`src/rtl/rwf_pkg.sv`:
```
// ----------------------------------------------------------------------------
// rwf_pkg
// Shared constants, types and helpers for the rack word fit filter.
// ----------------------------------------------------------------------------
package rwf_pkg;

    localparam int LETTER_COUNT   = 26;
    localparam int COUNT_BITS     = 4;
    localparam int INDEX_BITS     = 16;
    localparam int REG_LETTERS    = 13;
    localparam int FIELD_BITS     = 52;
    localparam int MASK_BITS      = 32;
    localparam int LENGTH_BITS    = 5;
    localparam int TILE_BITS      = 5;
    localparam int WILD_BITS      = 4;
    localparam int SUM_BITS       = 9;
    localparam int POP_BITS       = 6;
    localparam int CFG_INDEX_BITS = 2;

    localparam int GROUP_SIZE     = 7;
    localparam int GROUPS         = (LETTER_COUNT + GROUP_SIZE - 1) / GROUP_SIZE;
    localparam int POP_GROUP_SIZE = 8;
    localparam int POP_GROUPS     = MASK_BITS / POP_GROUP_SIZE;
    localparam int POP_GROUP_BITS = 4;

    localparam logic [CFG_INDEX_BITS-1:0] REG_RACK_A_TO_M = 2'd0;
    localparam logic [CFG_INDEX_BITS-1:0] REG_RACK_N_TO_Z = 2'd1;
    localparam logic [CFG_INDEX_BITS-1:0] REG_RACK_TILES  = 2'd2;
    localparam logic [CFG_INDEX_BITS-1:0] REG_WILDCARDS   = 2'd3;

    typedef logic [LETTER_COUNT-1:0][COUNT_BITS-1:0] t_letters;

    typedef struct packed {
        t_letters               counts;
        logic [MASK_BITS-1:0]   mask;
        logic [TILE_BITS-1:0]   tiles;
        logic [WILD_BITS-1:0]   wildcards;
    } t_rack;

    function automatic t_letters unpack_counts(
        input logic [FIELD_BITS-1:0] lo,
        input logic [FIELD_BITS-1:0] hi
    );
        t_letters res;
        res = '0;
        for (int i = 0; i < LETTER_COUNT; i++) begin
            if (i < REG_LETTERS) begin
                res[i] = lo[i*COUNT_BITS +: COUNT_BITS];
            end else begin
                res[i] = hi[(i-REG_LETTERS)*COUNT_BITS +: COUNT_BITS];
            end
        end
        return res;
    endfunction

endpackage

```
`src/rtl/rwf_word_if.sv`:
```
// ----------------------------------------------------------------------------
// rwf_word_if
// Word channel: one dictionary word per transaction.
// ----------------------------------------------------------------------------
interface rwf_word_if;
    logic                                 valid;
    logic                                 ready;
    logic [rwf_pkg::FIELD_BITS-1:0]       word_counts_a_to_m;
    logic [rwf_pkg::FIELD_BITS-1:0]       word_counts_n_to_z;
    logic [rwf_pkg::MASK_BITS-1:0]        word_letter_mask;
    logic [rwf_pkg::LENGTH_BITS-1:0]      word_length;
    logic [rwf_pkg::INDEX_BITS-1:0]       word_index;

    modport source (
        output valid, word_counts_a_to_m, word_counts_n_to_z, word_letter_mask,
               word_length, word_index,
        input  ready
    );
    modport sink (
        input  valid, word_counts_a_to_m, word_counts_n_to_z, word_letter_mask,
               word_length, word_index,
        output ready
    );
endinterface

```
`src/rtl/rwf_result_if.sv`:
```
// ----------------------------------------------------------------------------
// rwf_result_if
// Result channel: index, fit flag and shortfall of one tested word.
// ----------------------------------------------------------------------------
interface rwf_result_if;
    logic                             valid;
    logic                             ready;
    logic [rwf_pkg::INDEX_BITS-1:0]   result_index;
    logic                             fits;
    logic [rwf_pkg::SUM_BITS-1:0]     shortfall;

    modport source (
        output valid, result_index, fits, shortfall,
        input  ready
    );
    modport sink (
        input  valid, result_index, fits, shortfall,
        output ready
    );
endinterface

```
`src/rtl/rwf_rack_regs.sv`:
```
// ----------------------------------------------------------------------------
// rwf_rack_regs
// Rack configuration registers and the derived rack letter-presence mask.
// ----------------------------------------------------------------------------
module rwf_rack_regs (
    input  logic                                 i_clk,
    input  logic                                 i_rst_n,
    input  logic                                 i_cfg_we,
    input  logic [rwf_pkg::CFG_INDEX_BITS-1:0]   i_cfg_index,
    input  logic [rwf_pkg::FIELD_BITS-1:0]       i_cfg_data,
    output rwf_pkg::t_rack                       o_rack
);
    import rwf_pkg::*;

    logic [FIELD_BITS-1:0] r_rack_lo;
    logic [FIELD_BITS-1:0] r_rack_hi;
    logic [TILE_BITS-1:0]  r_tiles;
    logic [WILD_BITS-1:0]  r_wild;
    t_letters              counts;
    logic [MASK_BITS-1:0]  mask;

    always_ff @(posedge i_clk) begin
        if (!i_rst_n) begin
            r_rack_lo <= '0;
            r_rack_hi <= '0;
            r_tiles   <= '0;
            r_wild    <= '0;
        end else if (i_cfg_we) begin
            case (i_cfg_index)
                REG_RACK_A_TO_M: r_rack_lo <= i_cfg_data;
                REG_RACK_N_TO_Z: r_rack_hi <= i_cfg_data;
                REG_RACK_TILES:  r_tiles   <= i_cfg_data[TILE_BITS-1:0];
                REG_WILDCARDS:   r_wild    <= i_cfg_data[WILD_BITS-1:0];
                default: begin
                end
            endcase
        end
    end

    always_comb begin
        counts = unpack_counts(r_rack_lo, r_rack_hi);
        mask   = '0;
        for (int i = 0; i < LETTER_COUNT; i++) begin
            mask[MASK_BITS-1-i] = |counts[i];
        end
    end

    assign o_rack.counts    = counts;
    assign o_rack.mask      = mask;
    assign o_rack.tiles     = r_tiles;
    assign o_rack.wildcards = r_wild;

endmodule

```
`src/rtl/rack_word_fit_filter.sv`:
```
// ----------------------------------------------------------------------------
// rack_word_fit_filter
// Tests each dictionary word against the configured rack of letter tiles and
// wildcards, returning its index, a fit flag and the letter shortfall.
//
//   Channel   Direction  Moves
//   i_word    in         letter counts, letter mask, length, index
//   o_result  out        result index, fit flag, shortfall
//   i_cfg_*   in         rack register writes, no read-back
//
// A word passes through three registered stages to a valid result, and one word
// can be accepted every cycle unless a stall on o_result backs up to i_word. The
// stages are letter differences, group sums with partial mask population counts,
// and the final totals and compares. Reset clears the rack registers and all
// stage valid bits. A stage holds while the one after it is full and stalled, so
// a result waiting on o_result leaves the earlier stages free to fill.
// ----------------------------------------------------------------------------
module rack_word_fit_filter (
    input  logic                                 i_clk,
    input  logic                                 i_rst_n,
    input  logic                                 i_cfg_we,
    input  logic [rwf_pkg::CFG_INDEX_BITS-1:0]   i_cfg_index,
    input  logic [rwf_pkg::FIELD_BITS-1:0]       i_cfg_data,
    rwf_word_if.sink                             i_word,
    rwf_result_if.source                         o_result
);
    import rwf_pkg::*;

    t_rack rack;

    logic                       r_v1;
    t_letters                   r_s1_diff;
    logic [MASK_BITS-1:0]       r_s1_missing;
    logic                       r_s1_len_ok;
    logic [INDEX_BITS-1:0]      r_s1_index;

    logic                                           r_v2;
    logic [GROUPS-1:0][SUM_BITS-1:0]                r_s2_sum;
    logic [POP_GROUPS-1:0][POP_GROUP_BITS-1:0]      r_s2_pop;
    logic                                           r_s2_len_ok;
    logic [INDEX_BITS-1:0]                          r_s2_index;

    logic                       r_v3;
    logic                       r_s3_fits;
    logic [SUM_BITS-1:0]        r_s3_short;
    logic [INDEX_BITS-1:0]      r_s3_index;

    logic take1;
    logic take2;
    logic take3;

    t_letters                                       word_counts;
    t_letters                                       n_s1_diff;
    logic [GROUPS-1:0][SUM_BITS-1:0]                n_s2_sum;
    logic [POP_GROUPS-1:0][POP_GROUP_BITS-1:0]      n_s2_pop;
    logic [SUM_BITS-1:0]                            n_s3_short;
    logic [POP_BITS-1:0]                            missing_total;
    logic                                           n_s3_fits;

    rwf_rack_regs u_rack_regs (
        .i_clk       (i_clk),
        .i_rst_n     (i_rst_n),
        .i_cfg_we    (i_cfg_we),
        .i_cfg_index (i_cfg_index),
        .i_cfg_data  (i_cfg_data),
        .o_rack      (rack)
    );

    assign take3 = !r_v3 || o_result.ready;
    assign take2 = !r_v2 || take3;
    assign take1 = !r_v1 || take2;

    assign i_word.ready = take1;

    always_comb begin
        word_counts = unpack_counts(i_word.word_counts_a_to_m, i_word.word_counts_n_to_z);
        for (int i = 0; i < LETTER_COUNT; i++) begin
            if (word_counts[i] > rack.counts[i]) begin
                n_s1_diff[i] = word_counts[i] - rack.counts[i];
            end else begin
                n_s1_diff[i] = '0;
            end
        end
    end

    always_comb begin
        for (int g = 0; g < GROUPS; g++) begin
            n_s2_sum[g] = '0;
            for (int k = 0; k < GROUP_SIZE; k++) begin
                if (g * GROUP_SIZE + k < LETTER_COUNT) begin
                    n_s2_sum[g] = n_s2_sum[g]
                                + SUM_BITS'(r_s1_diff[g * GROUP_SIZE + k]);
                end
            end
        end
        for (int g = 0; g < POP_GROUPS; g++) begin
            n_s2_pop[g] = '0;
            for (int k = 0; k < POP_GROUP_SIZE; k++) begin
                n_s2_pop[g] = n_s2_pop[g]
                            + POP_GROUP_BITS'(r_s1_missing[g * POP_GROUP_SIZE + k]);
            end
        end
    end

    always_comb begin
        n_s3_short    = '0;
        missing_total = '0;
        for (int g = 0; g < GROUPS; g++) begin
            n_s3_short = n_s3_short + r_s2_sum[g];
        end
        for (int g = 0; g < POP_GROUPS; g++) begin
            missing_total = missing_total + POP_BITS'(r_s2_pop[g]);
        end
        n_s3_fits = r_s2_len_ok
                 && (missing_total <= POP_BITS'(rack.wildcards))
                 && (n_s3_short <= SUM_BITS'(rack.wildcards));
    end

    always_ff @(posedge i_clk) begin
        if (!i_rst_n) begin
            r_v1 <= 1'b0;
            r_v2 <= 1'b0;
            r_v3 <= 1'b0;
        end else begin
            if (take1) begin
                r_v1 <= i_word.valid;
            end
            if (take2) begin
                r_v2 <= r_v1;
            end
            if (take3) begin
                r_v3 <= r_v2;
            end
        end
    end

    always_ff @(posedge i_clk) begin
        if (take1) begin
            r_s1_diff    <= n_s1_diff;
            r_s1_missing <= i_word.word_letter_mask & ~rack.mask;
            r_s1_len_ok  <= (TILE_BITS'(i_word.word_length) <= rack.tiles);
            r_s1_index   <= i_word.word_index;
        end
        if (take2) begin
            r_s2_sum    <= n_s2_sum;
            r_s2_pop    <= n_s2_pop;
            r_s2_len_ok <= r_s1_len_ok;
            r_s2_index  <= r_s1_index;
        end
        if (take3) begin
            r_s3_fits  <= n_s3_fits;
            r_s3_short <= n_s3_short;
            r_s3_index <= r_s2_index;
        end
    end

    assign o_result.valid        = r_v3;
    assign o_result.result_index = r_s3_index;
    assign o_result.fits         = r_s3_fits;
    assign o_result.shortfall    = r_s3_short;

`ifndef SYNTH
    a_accept_fills_stage1 : assert property (@(posedge i_clk) disable iff (!i_rst_n)
        (i_word.valid && i_word.ready) |=> r_v1)
        else $error("Accepted word did not reach the first stage.");

    a_stage2_holds : assert property (@(posedge i_clk) disable iff (!i_rst_n)
        (r_v2 && !take2) |=> (r_v2 && $stable(r_s2_sum) && $stable(r_s2_index)))
        else $error("Second stage changed while stalled.");

    a_fit_within_wildcards : assert property (@(posedge i_clk) disable iff (!i_rst_n)
        (o_result.valid && o_result.fits)
            |-> (o_result.shortfall <= SUM_BITS'(rack.wildcards)))
        else $error("Fitting word reports a shortfall above the wildcards.");
`endif

endmodule
```
`src/flat_wrapper.sv`:
```
// flat-port wrapper written by rule: the top's interface ports become plain ports
module rack_word_fit_filter_flat import rwf_pkg::*;
  (i_clk, i_rst_n, i_cfg_we, i_cfg_index, i_cfg_data, i_word_valid, i_word_word_counts_a_to_m, i_word_word_counts_n_to_z, i_word_word_letter_mask, i_word_word_length, i_word_word_index, i_word_ready, o_result_valid, o_result_result_index, o_result_fits, o_result_shortfall, o_result_ready);
  rwf_word_if i_word_i ();
  rwf_result_if o_result_i ();
  input  logic i_clk;
  input  logic i_rst_n;
  input  logic i_cfg_we;
  input  logic [rwf_pkg::CFG_INDEX_BITS-1:0] i_cfg_index;
  input  logic [rwf_pkg::FIELD_BITS-1:0] i_cfg_data;
  input wire logic [$bits(i_word_i.valid)-1:0] i_word_valid;
  input wire logic [$bits(i_word_i.word_counts_a_to_m)-1:0] i_word_word_counts_a_to_m;
  input wire logic [$bits(i_word_i.word_counts_n_to_z)-1:0] i_word_word_counts_n_to_z;
  input wire logic [$bits(i_word_i.word_letter_mask)-1:0] i_word_word_letter_mask;
  input wire logic [$bits(i_word_i.word_length)-1:0] i_word_word_length;
  input wire logic [$bits(i_word_i.word_index)-1:0] i_word_word_index;
  output wire logic [$bits(i_word_i.ready)-1:0] i_word_ready;
  output wire logic [$bits(o_result_i.valid)-1:0] o_result_valid;
  output wire logic [$bits(o_result_i.result_index)-1:0] o_result_result_index;
  output wire logic [$bits(o_result_i.fits)-1:0] o_result_fits;
  output wire logic [$bits(o_result_i.shortfall)-1:0] o_result_shortfall;
  input wire logic [$bits(o_result_i.ready)-1:0] o_result_ready;
  assign i_word_i.valid = i_word_valid;
  assign i_word_i.word_counts_a_to_m = i_word_word_counts_a_to_m;
  assign i_word_i.word_counts_n_to_z = i_word_word_counts_n_to_z;
  assign i_word_i.word_letter_mask = i_word_word_letter_mask;
  assign i_word_i.word_length = i_word_word_length;
  assign i_word_i.word_index = i_word_word_index;
  assign i_word_ready = i_word_i.ready;
  assign o_result_valid = o_result_i.valid;
  assign o_result_result_index = o_result_i.result_index;
  assign o_result_fits = o_result_i.fits;
  assign o_result_shortfall = o_result_i.shortfall;
  assign o_result_i.ready = o_result_ready;
  rack_word_fit_filter u_core (.i_clk(i_clk), .i_rst_n(i_rst_n), .i_cfg_we(i_cfg_we), .i_cfg_index(i_cfg_index), .i_cfg_data(i_cfg_data), .i_word(i_word_i), .o_result(o_result_i));
endmodule
```
`config.mk`:
```
export PLATFORM = sky130hd
export DESIGN_NAME = rack_word_fit_filter_flat
export DESIGN_NICKNAME = d
export VERILOG_FILES = /design/src/rtl/rwf_pkg.sv /design/src/rtl/rwf_word_if.sv /design/src/rtl/rwf_result_if.sv /design/src/rtl/rwf_rack_regs.sv /design/src/rtl/rack_word_fit_filter.sv /design/src/flat_wrapper.sv
export SDC_FILE = /design/constraint.sdc
export NUM_CORES = 1
export LEC_CHECK = 0
export BUFFER_PORTS_ARGS = -buffer_cell sky130_fd_sc_hd__buf_2
export CAP_MARGIN = 20
export CORE_UTILIZATION = 41
export DETAILED_ROUTE_END_ITERATION = 10
export PLACE_DENSITY = 0.56
export SLEW_MARGIN = 20
export SYNTH_ARGS = -nofsm -noshare
export SYNTH_HDL_FRONTEND = slang
export SYNTH_SLANG_ARGS = --single-unit
```
`constraint.sdc`:
```
create_clock -name i_clk -period 15.8 [get_ports i_clk]
set_input_delay 0.79 -clock i_clk [delete_from_list [all_inputs] [get_ports i_clk]]
set_output_delay 0.79 -clock i_clk [all_outputs]
set_load 0.005 [all_outputs]
```
Word-level counts from Yosys, hierarchy flattened
Index checks and enable logic that the tools add are counted.

word-level totals
  flip-flop bits (word level) = 364
  latch bits = 0
  RAM bits = 0
  ROM bits = 0
  input bits = 216
  output and inout bits = 28
  logic and storage cells = 204
  memories kept = 0

cells by class
  $add $sub $neg = 82
  multiply operators = 0
  divide/modulo/power cells = 0
  $lt $le $gt $ge = 29
  eq/ne operators = 3
  shifts and indexed selects = 0
  multiplexer cells = 0
  bitwise operators = 2
  reduce and logical (&&, ||, !) cells = 39

operators with widths
  kind                  count
  $add A9 B4 Y9         18
  $gt A4 B4 Y1          26
  $reduce_or A4 Y1      26
  $sub A4 B4 Y4         26
  $add A4 B1 Y4         24
  $and A32 B32 Y32      1
  $not A32 Y32          1
  $add A9 B9 Y9         3
  $add A4 B4 Y5         5
  $add A6 B4 Y6         2
  $le A9 B4 Y1          1
  $add A1 B1 Y2         4
  $reduce_and A2 Y1     4
  $le A6 B4 Y1          1
  $le A5 B5 Y1          1
  $eq A2 B2 Y1 const B  2
  $logic_not A1 Y1      3
  $logic_or A1 B1 Y1    3
  $eq A2 B1 Y1 const B  1
  $logic_and A1 B1 Y1   2
  $logic_not A2 Y1      1

Depth between registers and ports, before layout
  depth in word-level cells = 7
  mapped depth = 15
  depth with buffers taken out = 15

By module
Synthesis repeated with hierarchy kept, for this count alone.

unflattened totals
  cell total of the unflattened synthesis = 1786
  area, all modules = 20582.2 µm²

by module, submodules not included
  module                instances  cells an instance  area an instance (µm²)  sequential area each (µm²)
  rack_word_fit_filter  1          1328               16032.9                 7267.0
  rwf_rack_regs         1          458                4549.4                  2262.2

Least setup slack after synthesis
Ideal clock, no wire load.

  path type = input to register
  from = in o_result_ready
  to = reg u_core.r_s1_diff[0] (netlist bit) (enable)
  data arrival time = 4.497 ns
  required time = 14.118 ns
  slack = 9.621 ns
  stages on the path = 2
  cell sequence = nor2b_1 -> nand3_1

on the way
  longest elaborated chain between the ends = 3

RTL lines
  item                  RTL line                     source
  start, declared       flat_wrapper.sv:22           input wire logic [$bits(o_result_i.ready)-1:0] o_result_ready;
  $logic_or A1 B1 Y1    rack_word_fit_filter.sv:69   assign take3 = !r_v3 || o_result.ready;
  $logic_or A1 B1 Y1    rack_word_fit_filter.sv:70   assign take2 = !r_v2 || take3;
  $logic_or A1 B1 Y1    rack_word_fit_filter.sv:71   assign take1 = !r_v1 || take2;
  via i_word_ready      flat_wrapper.sv:17           output wire logic [$bits(i_word_i.ready)-1:0] i_word_ready;
  end signal, assigned  rack_word_fit_filter.sv:139  r_s1_diff <= n_s1_diff;
  end, declared         rack_word_fit_filter.sv:32   t_letters r_s1_diff;

The timed path passes the listed nets, and every way through them passes these cells.
A chain may end at the register's enable or synchronous reset.

==> metrics.txt <==
net total in the final layout=2698; metal3 WL=1.91 mm; WHS Path Cells=1; post-route insts no fill=between 2000 and 3000; power density cells=169 nW/um^2; vias=13600; P&R area growth vs syn=16.5%; HP Start=i_word_word_index[6]; Post-CTS Setup Bufs=0; Port Buffers=243; CTS Root Cell=clkbuf_16; f_max=260 MHz; Slew headroom=35.9%; first-pass GRT wire length=74.0 mm; ant diodes=0; actual slew at the worst max-slew pin=960 ps; Die Width=between 200 and 250 um; Hold Violations, Final=0; crit-path max FO=2; period utilization=24.4%; vias per cell=about 4.7; H-tree Lvls=2; FF+latch count, synth=356; starting density of the core=41.9%; CORE AREA=49400 sq um; Critical Path Most Common Cell=fa_1; syn avg cell area=between 10 and 15 sq um; Initial DRC Count=533; share of layout cells above drive strength 1=14.8%; CP required=16120 ps; WL met1=21.0 mm; Site Rows=81; Slowest cell on crit path=fa_1; CP cell instances=ha_1 > fa_1 > xor2_1 > fa_1 > inv_1 > fa_1 > fa_1 > inv_1 > ha_1 > inv_1 > fa_1 > nor2b_1 > o21ai_0 > nand2b_1; CTS resizes=0; worst skew pair latency=570 ps; WL/cell=16.2 um; final WL=between 40 and 50 mm; status=finished clean; FF-to-FF Start=u_core.r_s1_diff[28]$_SDFFCE_PP0P_; ranking of synthesized cells by area=edfxtp_1 35%, fa_1 12%, dfxtp_1 11%; maximum ir drop on the vdd rail=0.000173 V; Routed met2 length=22.4 mm; GP Congestion=slightly above 0.8; initial antenna violation count=1; Netlist Area Pre-Place=around 21000 sq um; Hold Path Class=in2reg; post-detail-place hpwl=36.2 mm; Synth area leader=edfxtp_1; Clock Tree Buf Depth=3; FF-to-FF setup slack=11950 ps; CTS buffer count=between 40 and 50; CP startpoint kind=flip-flop; number of global-route vias before repair=14000; hold buffers post-CTS=0; Arrival @ worst endpoint=4170 ps; final setup vio count=0; Synth cell types=39; DIE AREA=51300 sq um; cells after synthesis=1913; Hold WS=394 ps; drc violations=0; post-synth top area share=34.9%; Post-Place Cell Area=22700 sq um; Hold Crit Endpoint=u_core.r_s1_index[6]$_DFFE_PP_; first-pass detailed-route iteration total=5; max cap viols=0; final instance area=between 20000 and 25000 sq um; DIE HEIGHT=roughly 230 um; largest net degree at the start of global routing=117; share of the yosys chip area belonging to registers=46.1%; grt total ovfl=0; placed cells=2794; Worst R2R End=u_core.r_s2_sum[15]$_DFFE_PP_; RSZ-0062 raised after global routing=false; CTS tree=yes; Fin Setup TNS=0 ps; worst setup path category=reg2reg; Setup Skew=~28 ps; Syn. warnings=0; clk sinks=about 360; minimum clock period=3850 ps; Total GRT Usage=18.8%; Final ANT Viol Nets=0; Reg2Reg Depth=14; Top Ports=roughly 240; Setup crit end kind=flip-flop; Max Slew Vio Count=0; slowest cell delay on critical path=540 ps; top routing layer in use=met5; Syn Nets=2436; Leak=11.1 nW; clock slew at reported path FFs=60 ps
registers in the layout (all words and copies together), names as in the netlist, 4 cells and up:
name                          cells
u_core.r_s1_diff                104
u_core.u_rack_regs.r_rack_hi     52
u_core.u_rack_regs.r_rack_lo     52
u_core.r_s1_missing              32
u_core.r_s2_sum                  28
u_core.o_result.result_index     16
u_core.r_s1_index                16
u_core.r_s2_index                16
u_core.r_s2_pop                  16
u_core.o_result.shortfall         9
u_core.u_rack_regs.r_tiles        5
u_core.u_rack_regs.r_wild         4
critical path: cells and delay by family, from the launching register on:
kind            cells  cell delay [ps]
compound gates      1              150
xor+xnor            1              190
fa+ha+maj           7             2590
buf+inv             3              160
flops               1              410
simple gates        2              120
worst max-delay path by stage:
stage | start | to | slack (ps) | cells past startpoint
after global placement | u_core.r_s1_diff[1]$_SDFFCE_PP0P_ | u_core.r_s2_sum[5]$_DFFE_PP_ | 11980 | 13
after floorplan | o_result_ready | u_core.r_s1_diff[0]$_SDFFCE_PP0P_ | 9620 | 2
after detailed placement | u_core.r_s1_diff[57]$_SDFFCE_PP0P_ | u_core.r_s2_sum[23]$_DFFE_PP_ | 11920 | 13
after CTS | u_core.r_s1_diff[57]$_SDFFCE_PP0P_ | u_core.r_s2_sum[23]$_DFFE_PP_ | 11920 | 13
after global routing | u_core.r_s1_diff[1]$_SDFFCE_PP0P_ | u_core.r_s2_sum[5]$_DFFE_PP_ | 11750 | 13
final | u_core.r_s1_diff[28]$_SDFFCE_PP0P_ | u_core.r_s2_sum[15]$_DFFE_PP_ | 11950 | 14
synth_stat cells, drive strengths merged:
cell type and number:
o221ai 1, a2111oi 2, nand4b 1, a21oi 65, ha 185, nor3b 1
nor3 34, nand3 4, a41o 18, a21boi 105, nand2 212, fa 122
inv 404, clkbuf 19, o21a 13, and3b 1, nor4 1, mux2i 9
xnor2 22, o21ai 17, and3 26, nand3b 3, xor2 52, buf 15
o21bai 2, nor2 100, nand2b 6, o22ai 2, nor2b 39, or3b 1
a211oi 1, edfxtp 240, dfxtp 116, nand4 11, a21o 63
metrics by stage:
stage / total power, W / util, % / setup WS (ps)
finish: 0.00406 / 48.8 / 11950
global route: 0.00444 / 48.8 / 11750
CTS: 0.00412 / 48.8 / 11920
detailed placement: 0.00311 / 45.9 / 11920
global placement: 0.00305 / 45.9 / 11980
floorplan: 0.00264 / - / 9620
metal layers:
metal  global-route usage [%]  vias to the layer above
met5                        0                        -
li1                         -                     6763
met3                     3.21                       71
met2                     31.7                      266
met4                     5.43                        2
met1                     24.8                     6494
cells by family after synthesis:
kind of cell / count (synthesis) / share of synthesized area (%)
buffers and inverters: 438 / 8.04
AND/OR/NAND/NOR: 440 / 9.50
XOR/XNOR: 74 / 3.14
multiplexers: 9 / 0.436
AO/OA/AOI/OAI: 289 / 9.78
flip-flops: 356 / 46.1
adder cells (fa/ha/maj): 307 / 23.0
power breakdown:
part | switching, W | internal (W) | total [W]
Combinational | 0.000982 | 0.000800 | 0.00178
Clock | 0.000400 | 0.000593 | 0.000993
Sequential | 0.0000637 | 0.00122 | 0.00129
Total | 0.00145 | 0.00262 | 0.00406
layout make-up:
cell class                 instances  area [sq um]
clock buffer                      47          1110
clock inverter                    32           312
fill                            4609         25300
inverter                         404          1520
multi-input combinational       1119          9500
sequential                       356          9530
tap                              664           831
timing repair buffer             251          1280
cell usage in the layout, fill, tap and decap left out, types with 22 or more instances in the layout:
master,n
nor2b_1,39
clkbuf_16,44
dfxtp_1,116
a21oi_1,64
nor3_1,34
nor2_1,100
and3_1,26
buf_2,243
a21boi_1,95
a21o_1,63
ha_1,185
xnor2_1,22
nand2_1,211
inv_1,404
xor2_1,52
edfxtp_1,240
fa_1,122
Note: power is estimated with default switching activity, not from simulation.
